==> src/isr_pkg.sv <==
// ----------------------------------------------------------------------------
// isr_pkg: shared types for the interval set engine
// Operation kinds, cell commands and the status flags that each cell of the
// range chain shows to its neighbors and to the controller.
// ----------------------------------------------------------------------------
package isr_pkg;

	localparam logic [2:0] KIND_ADD    = 3'd0;
	localparam logic [2:0] KIND_REMOVE = 3'd1;
	localparam logic [2:0] KIND_CLIP   = 3'd2;
	localparam logic [2:0] KIND_SHIFT  = 3'd3;
	localparam logic [2:0] KIND_CLEAR  = 3'd4;
	localparam logic [2:0] KIND_POINT  = 3'd5;
	localparam logic [2:0] KIND_RANGE  = 3'd6;

	typedef enum logic [3:0] {
		OP_NONE,
		OP_ADD_INS,
		OP_ADD_MERGE,
		OP_REMOVE,
		OP_SPLIT,
		OP_CLIP,
		OP_SHIFT,
		OP_CLEAR,
		OP_COMPACT
	} op_t;

	typedef struct packed {
		op_t  op;
		logic add_mode;
	} cmd_t;

	typedef struct packed {
		logic valid;
		logic mv;
		logic merge;
		logic split;
		logic le;
	} flags_t;

	typedef enum logic [3:0] {
		S_IDLE    = 4'b0001,
		S_EXEC    = 4'b0010,
		S_COMPACT = 4'b0100,
		S_REPORT  = 4'b1000
	} state_t;

endpackage

==> src/isr_cell.sv <==
// ----------------------------------------------------------------------------
// isr_cell: one range slot of the chain
// Holds one range and a valid bit, classifies it against the command bounds
// and takes its next value from itself, from a neighbor or from the command bounds.
// ----------------------------------------------------------------------------
module isr_cell #(
	parameter int BW = 32,
	parameter int W  = 34
) (
	input  logic                  clk,
	input  logic                  arst_n,
	input  isr_pkg::cmd_t         cmd,
	input  logic signed [W-1:0]   arg_b,
	input  logic signed [W-1:0]   arg_e,
	input  logic signed [W-1:0]   m_stop,
	input  isr_pkg::flags_t       lf,
	input  logic signed [BW-1:0]  ls,
	input  logic signed [BW-1:0]  lt,
	input  logic                  rv,
	input  logic signed [BW-1:0]  rs,
	input  logic signed [BW-1:0]  rt,
	output isr_pkg::flags_t       f,
	output logic signed [BW-1:0]  s_q,
	output logic signed [BW-1:0]  t_q
);

	logic                valid_q;
	logic signed [W-1:0] sx, tx, be1, ee1, cs, ct, n_s, n_t;
	logic                n_v, is_below, is_above;

	always_comb begin
		sx = W'(s_q);
		tx = W'(t_q);
		be1 = arg_b - W'(1);
		ee1 = arg_e + W'(1);
		is_below = tx < be1;
		is_above = sx > ee1;
		f.valid = valid_q;
		f.merge = valid_q && !is_below && !is_above;
		f.mv = valid_q && (cmd.add_mode ? is_above : (sx > arg_e));
		f.split = valid_q && (sx < arg_b) && (tx > arg_e);
		f.le = valid_q && (sx <= arg_b);
		cs = (sx > arg_b) ? sx : arg_b;
		ct = (tx < arg_e) ? tx : arg_e;
	end

	always_comb begin
		n_s = sx;
		n_t = tx;
		n_v = valid_q;
		case (cmd.op)
			isr_pkg::OP_ADD_INS: begin
				if (lf.mv) begin
					n_s = W'(ls);
					n_t = W'(lt);
					n_v = 1'b1;
				end else if ((f.mv || !valid_q) && lf.valid) begin
					n_s = arg_b;
					n_t = arg_e;
					n_v = 1'b1;
				end
			end
			isr_pkg::OP_ADD_MERGE: begin
				if (f.merge && !lf.merge) begin
					n_s = (sx < arg_b) ? sx : arg_b;
					n_t = (m_stop > arg_e) ? m_stop : arg_e;
				end else if (f.merge) begin
					n_v = 1'b0;
				end
			end
			isr_pkg::OP_REMOVE: begin
				if (valid_q && !(tx < arg_b || sx > arg_e)) begin
					if (sx < arg_b) begin
						n_t = be1;
					end else if (tx > arg_e) begin
						n_s = ee1;
					end else begin
						n_v = 1'b0;
					end
				end
			end
			isr_pkg::OP_SPLIT: begin
				if (f.split) begin
					n_t = be1;
				end else if (lf.split) begin
					n_s = ee1;
					n_t = W'(lt);
					n_v = 1'b1;
				end else if (lf.mv) begin
					n_s = W'(ls);
					n_t = W'(lt);
					n_v = 1'b1;
				end
			end
			isr_pkg::OP_CLIP: begin
				if (valid_q) begin
					n_s = cs;
					n_t = ct;
					n_v = cs <= ct;
				end
			end
			isr_pkg::OP_SHIFT: begin
				if (valid_q) begin
					n_s = sx + arg_b;
					n_t = tx + arg_b;
				end
			end
			isr_pkg::OP_CLEAR: begin
				n_v = 1'b0;
			end
			isr_pkg::OP_COMPACT: begin
				if (!valid_q) begin
					n_s = W'(rs);
					n_t = W'(rt);
					n_v = rv;
				end else if (!lf.valid) begin
					n_v = 1'b0;
				end
			end
			default: begin
			end
		endcase
	end

	always_ff @(posedge clk or negedge arst_n) begin
		if (!arst_n) begin
			valid_q <= 1'b0;
		end else begin
			valid_q <= n_v;
		end
	end

	always_ff @(posedge clk) begin
		s_q <= n_s[BW-1:0];
		t_q <= n_t[BW-1:0];
	end

endmodule
==> config.mk <==
export PLATFORM = sky130hd
export DESIGN_NAME = isr_cell
export DESIGN_NICKNAME = d
export VERILOG_FILES = /design/src/isr_pkg.sv /design/src/isr_cell.sv
export SDC_FILE = /design/constraint.sdc
export NUM_CORES = 1
export LEC_CHECK = 0
export BUFFER_PORTS_ARGS = -buffer_cell sky130_fd_sc_hd__clkbuf_2
export CAP_MARGIN = 20
export CORE_UTILIZATION = 40
export DETAILED_ROUTE_END_ITERATION = 8
export PLACE_DENSITY = 0.69
export SYNTH_ARGS = -nofsm -noshare
export SYNTH_HDL_FRONTEND = slang
export SYNTH_SLANG_ARGS = --single-unit
==> constraint.sdc <==
create_clock -name clk -period 13.75 [get_ports clk]
set_clock_uncertainty 0.15 [all_clocks]
set_input_delay 0.6875 -clock clk [delete_from_list [all_inputs] [get_ports clk]]
set_output_delay 0.6875 -clock clk [all_outputs]
set_load 0.01 [all_outputs]
Yosys cells after proc, flatten, opt, wreduce, memory -nomap -nowiden
Cells that the tools add are included.
{"block": "op_classes", "reduce_logical": 21, "eq_ne": 24, "n_addsub": 4, "mux": 44, "order_cmp": 11}
{"cell": "$mux W32", "count": 25}
{"cell": "$pmux W32 S7", "count": 2}
{"cell": "$gt A32 B34 Y1", "count": 4}
{"cell": "$lt A32 B34 Y1", "count": 4}
{"cell": "$mux W34", "count": 2}
{"cell": "$add A32 B32 Y32", "count": 2}
{"cell": "$add A34 B2 Y34 const B", "count": 1}
{"cell": "$gt A34 B34 Y1", "count": 1}
{"cell": "$le A32 B34 Y1", "count": 1}
{"cell": "$le A34 B34 Y1", "count": 1}
{"cell": "$sub A34 B2 Y34 const B", "count": 1}
{"cell": "$ne A2 B2 Y1 const B", "count": 13}
{"cell": "$reduce_and A9 Y1", "count": 2}
{"cell": "$eq A4 B3 Y1 const B", "count": 4}
{"cell": "$mux W1", "count": 14}
{"cell": "$reduce_bool A7 Y1", "count": 2}
{"cell": "$reduce_and A12 Y1", "count": 1}
{"cell": "$logic_and A1 B1 Y1", "count": 9}
{"cell": "$eq A4 B2 Y1 const B", "count": 2}
{"cell": "$pmux W1 S7", "count": 1}
{"cell": "$ne A3 B3 Y1 const B", "count": 2}
{"cell": "$logic_not A1 Y1", "count": 5}
{"cell": "$eq A4 B1 Y1 const B", "count": 1}
{"cell": "$eq A4 B4 Y1 const B", "count": 1}
{"cell": "other kinds (2)", "count": 3}
{"block": "word_totals", "inputBits": 243, "reg_bits": 65, "out_inout_bits": 69, "word_cells": 107}

Longest topological paths before layout
{"block": "depth", "depth_word": 9, "mapped_depth": 25, "mapped_depth_nobuf": 23}

Least setup slack after synthesis
No wires, ideal clock.
{"block": "synth_path", "path_type": "input to register", "from": "in arg_e[6]", "to": "reg t_q[0] (enable)", "n_path_buf": 2, "required_time_ns": 13.126, "slack_ns": 6.304, "t_arrival_ns": 6.821, "cell_stages": 19, "setup_ns": 0.474, "path_cell_list": "clkbuf_1 > and4_1 > and3_1 > and3_1 > clkbuf_1 > and2_1 > nand3_1 > xnor2_1 > ha_1 > nand4_1 > nor4_1 > o311a_1 > nor3_1 > mux2_2 > a41oi_1 > o21ai_0 > a221oi_1 > nand3_1 > a221oi_1"}
{"block": "synth_via", "elab_chain_len": 8, "word_cells_on_any_way": 20, "cone_classes": "1 x add/sub; 3 x order compare; 4 x eq/ne; 1 x mux; 11 x reduce/logical"}
{"item": "start, declared", "line": "isr_cell.sv:14", "source": "input logic signed [W-1:0] arg_e,"}
{"item": "$add A34 B2 Y34", "line": "isr_cell.sv:35", "source": "ee1 = arg_e + W'(1);"}
{"item": "$gt A32 B34 Y1", "line": "isr_cell.sv:37", "source": "is_above = sx > ee1;"}
{"item": "$mux W1", "line": "isr_cell.sv:40", "source": "f.mv = valid_q && (cmd.add_mode ? is_above : (sx > arg_e));"}
{"item": "$logic_and A1 B1 Y1", "line": "isr_cell.sv:40"}
{"item": "$logic_or A1 B1 Y1", "line": "isr_cell.sv:57", "source": "end else if ((f.mv || !valid_q) && lf.valid) begin"}
{"item": "$logic_and A1 B1 Y1", "line": "isr_cell.sv:57"}
{"item": "$ne A3 B3 Y1 (no line)"}
{"item": "$reduce_and A9 Y1 (no line) *"}
{"item": "end signal, assigned", "line": "isr_cell.sv:135", "source": "t_q <= n_t[BW-1:0];"}
{"item": "end, declared", "line": "isr_cell.sv:24", "source": "output logic signed [BW-1:0] t_q"}
Mark *: on every way between the ends. The rest lies on a longest branch, timed or not.
A chain may end at the register's enable or synchronous reset.

Worst setup path in the final report
{"block": "layout_path", "from": "in arg_b[23]", "to": "reg valid_q"}
{"block": "layout_via", "elab_chain_len": 8, "word_cells_on_any_way": 24, "cone_classes": "1 x add/sub; 5 x order compare; 5 x eq/ne; 3 x mux; 10 x reduce/logical"}
{"item": "start, declared", "line": "isr_cell.sv:13", "source": "input logic signed [W-1:0] arg_b,"}
{"item": "$sub A34 B2 Y34", "line": "isr_cell.sv:34", "source": "be1 = arg_b - W'(1);"}
{"item": "$lt A32 B34 Y1", "line": "isr_cell.sv:36", "source": "is_below = tx < be1;"}
{"item": "$logic_not A1 Y1", "line": "isr_cell.sv:39", "source": "f.merge = valid_q && !is_below && !is_above;"}
{"item": "$logic_and A1 B1 Y1 (2 in a row)", "line": "isr_cell.sv:39"}
{"item": "$logic_and A1 B1 Y1", "line": "isr_cell.sv:64", "source": "if (f.merge && !lf.merge) begin"}
{"item": "$ne A2 B2 Y1 (no line)"}
{"item": "$reduce_and A9 Y1 (no line)"}
{"item": "end signal, assigned", "line": "isr_cell.sv:129", "source": "valid_q <= n_v;"}
{"item": "end, declared", "line": "isr_cell.sv:27", "source": "logic valid_q;"}
Several ways; a longest one is shown, not always the timed one.

==> reports/qor_table.md <==
| Metric | Reported | Unit |
|:---|:---|:---|
| Number of max-slew violations in the final report | 0 | - |
| RD Place Congestion | 1.02 | - |
| Critical Path RT | 13.92 | ns |
| Status | finished clean | - |
| Share of cells above drive strength 1 | 16.5 | % |
| Top cell family by delay on the critical path | compound AO/OA/AOI/OAI gates | - |
| Pin slew with the least headroom to its limit | 1.15 | ns |
| TritonCTS clock tree | done | - |
| Per-cell via count in the routed design | 6.59 | - |
| Fraction of synthesis flops using an asynchronous set or reset pin | 1.54 | % |
| Number of post-CTS setup repair buffers | 0 | - |
| Standard-cell row count | 75 | - |
| Core Footprint | 0.0422 | mm^2 |
| Most common cell after layout, fill and taps aside | ha_1 | - |
| First-pass GRT wire length | 121,000 | um |
| Highest achievable clock rate | 135 | MHz |
| Drt initial violations | 2,040 | - |
| Critical Path Max Stage Delay | 0.88 | ns |
| DRC violation count after routing | 0 | - |
| Highest-count cells in the layout ignoring fill and taps | 336 x ha_1, 309 x clkbuf_2, 213 x a21oi_1, 160 x o21ai_0, 147 x nor2_1 | - |
| Overall track demand over capacity in global routing | 37.0 | % |
| Flop and latch count out of synthesis | 65 | - |
| Total leakage power | 8.85 | nW |
| # clock sinks | 65 | - |
| Syn_area_per_cell | 7.82 | um^2 |
| Number of synthesized flops with an enable pin | 64 | - |
| Type of element launching the critical path | input port | - |
| Setup repair after global routing missed its margin | no | - |
| Cell repeated most along the worst path | o21ai_0 | - |
| Register clock-pin slew on the reported worst setup and hold paths | 0.06 | ns |
| Final total power | 1.61 | mW |
| Antenna violations before repair | 6 | - |
| Post-route cell area | 0.0196 | mm^2 |
| Count of nets after finishing | 3,018 | - |
| DIE WIDTH | 210 | um |
| Final standard cell utilization of the core | 46.4 | % |
| Combined buffer and inverter count along the critical path | 3 | - |
| Minimum setup slack in the final design | 6.35 | ns |
| Post-placement worst setup slack | 6.34 | ns |
| Maximum number of pins on one net before global-route repair | 65 | - |
| Critical path data arrival time | 7.57 | ns |
| Via count of the first global-routing pass | 19,100 | - |
| Gate Count Post-Synth | 2,206 | - |
| CTS hold repair buffers | 1 | - |
| Layout overhead on the synthesized area | 13.5 | % |
| Cell taking the most area after synthesis | ha_1 | - |
| Number of H-tree branching levels | 3 | - |
| DP Cell Count | 2,964 | - |
| Fraction of the cycle the final worst path needs | 53.8 | % |
| Final hold violation count | 0 | - |
| Estimated wirelength of the detail-placed design | 65,700 | um |
| Max stage delay cell, worst path | inv_1 | - |
| Crit. path cell count | 21 | - |
| Total iterations of the first detailed-routing run | 8 | - |
| Power per cell area | 82.0 | mW/mm^2 |
| Post-synth cell types | 91 | - |
| Final instance count without filler cells | 2,983 | - |
| Biggest area contributors in the synthesized netlist | ha_1 24%, edfxtp_1 11%, mux2i_1 6.7% | - |
| Total I/O pin count | 312 | - |
| Clock root buffer master | clkbuf_16 | - |
| Maximum vdd drop | 73.2 | uV |
| Detailed-route via count | 19,600 | - |
| Cell area reported after detailed placement | 0.0193 | mm^2 |
| Critical-path cell list | clkbuf_2 > inv_1 > ha_1 > nand4_1 > nor4_1 > o21ai_0 > a31oi_1 > o31a_2 > nand2_1 > inv_1 > o21ai_0 > ha_1 > a21o_1 > a21o_1 > a211oi_1 > o21ai_0 > a221oi_1 > a21boi_0 > o22a_1 > and4_1 > o22ai_1 | - |
| DRT antenna net count | 0 | - |
| Part of the Yosys area used for sequential elements | 11.3 | % |
| Final number of setup-violating endpoints | 0 | - |
| Start-to-end type of the worst setup path | in -> reg | - |
| Count of buffers inserted at the top-level ports | 310 | - |
| Area fraction of the dominant cell type after synthesis | 24.4 | % |
| Slew Limit Headroom | 22.9 | % |
| Die Height | 210 | um |
| Average wire length per cell after detail routing | 27.7 | um |
| Summed instance area of the synthesized netlist | 0.0173 | mm^2 |
| Type of destination of the critical path | flop | - |
| Critical-path maximum fanout | 32 | - |
| Routed WL | 82,600 | um |
| Total of max-cap violations | 0 | - |
| Worst-case hold slack | 0.451 | ns |
| Most used flip-flop cell after synthesis | edfxtp_1 | - |
| Number of buffers inserted during clock tree synthesis | 9 | - |
| Worst-case clock buffer depth | 2 | - |
| Global-route congestion overflow total | 0 | - |
| Initial Util | 40.9 | % |
| Die ar. | 0.0440 | mm^2 |
| Type of the most critical hold path | in -> async | - |
| Sum of negative setup slack | 0 | ns |
| Synthesis warning total | 0 | - |
| Worst-case reg-to-reg path depth | 19 | - |
| Number of gates given a new drive strength after cts | 0 | - |
| Post-synthesis net count | 2,787 | - |
| Clock insertion delay at the later pin of the skew report | 0.41 | ns |
| Min Clock Period, post-route | 7.40 | ns |
[final timing paths]
kind,slack (ns),from,endpoint
max reg2reg,6.67,s_q[23],valid_q
min in group clk,0.51,rs[0],s_q[0]
max in group asynchronous,12.91,arst_n,valid_q
min reg2reg,0.78,s_q[0],s_q[0]
min,0.45,arst_n,valid_q
max,6.35,arg_b[23],valid_q
[cell usage after synthesis, types with 4 or more instances]
master	number
a22oi_1	21
o31ai_1	4
or2_2	4
buf_2	10
mux2_2	18
o2111ai_1	5
xnor2_1	102
o22ai_1	18
a2111oi_0	16
buf_1	4
a21oi_1	213
a2111oi_1	4
a221oi_1	76
ha_1	336
inv_1	145
nand2b_1	17
nor2_1	149
nor3b_1	5
nand2_1	117
a31oi_1	18
clkbuf_1	92
or3_1	14
o221ai_1	32
xor2_1	12
a41oi_1	4
a32oi_1	5
and3_1	12
a21o_1	41
o211ai_1	13
mux2i_1	116
a2bb2oi_1	5
a211oi_1	27
o21ai_0	160
and2_1	10
nand4_1	62
o41ai_1	5
o21bai_1	17
and4_1	9
edfxtp_1	64
or4_1	4
nor2b_1	19
nand3_1	73
nor3_1	30
o21a_1	5
nor4_1	21
[state kept, by name, summed over array words and instances (netlist names)]
name     cells
valid_q      1
s_q         32
t_q         32
[worst reg2reg max path, cell delays in order, from the launching register on]
cell      delay, ns
edfxtp_1       0.53
ha_1           0.55
nand4_1        0.26
nor4_1         0.68
o21ai_0        0.41
a31oi_1        0.31
o31a_2         0.19
nand2_1        0.34
inv_1          0.88
o21ai_0        0.35
ha_1           0.39
a21o_1         0.18
a21o_1         0.17
a211oi_1       0.26
o21ai_0        0.23
a221oi_1       0.39
a21boi_0       0.16
o22a_1         0.23
and4_1         0.22
o22ai_1        0.12
[routing by layer]
layer  wire length (um)  track usage (%)  vias up
met5                 52                0        -
met4               6890             28.3        8
met3               7430             7.44      305
met2              36900             59.3     1191
met1              31300             43.5     9224
li1                   -                -     8921
[report_power, final]
| group | switching [mW] | total, mW | internal (mW) |
|---|---|---|---|
| clock | 0.120 | 0.278 | 0.158 |
| combinational | 0.626 | 1.01 | 0.385 |
| sequential | 0.0610 | 0.317 | 0.256 |
| total | 0.807 | 1.61 | 0.799 |
[kinds of logic after synthesis]
| group | count (synthesis) | share of synthesized area [%] |
|---|---|---|
| multiplexers | 134 | 7.90 |
| flip-flops | 65 | 11.3 |
| adder cells (fa/ha/maj) | 338 | 24.6 |
| AND/OR/NAND/NOR | 566 | 16.7 |
| XOR/XNOR | 116 | 5.97 |
| AO/OA/AOI/OAI | 730 | 27.7 |
| buffers and inverters | 257 | 5.81 |
[final cells by class]
type	count	area [um^2]
fill	4278	22600
clock buffer	10	229
inverter	146	548
multi-input combinational	1884	14400
clock inverter	6	82.6
timing repair buffer	331	1710
sequential	65	1950
tap	539	674
antenna	2	5.00
No activity file was read; power rests on OpenSTA's default activity.
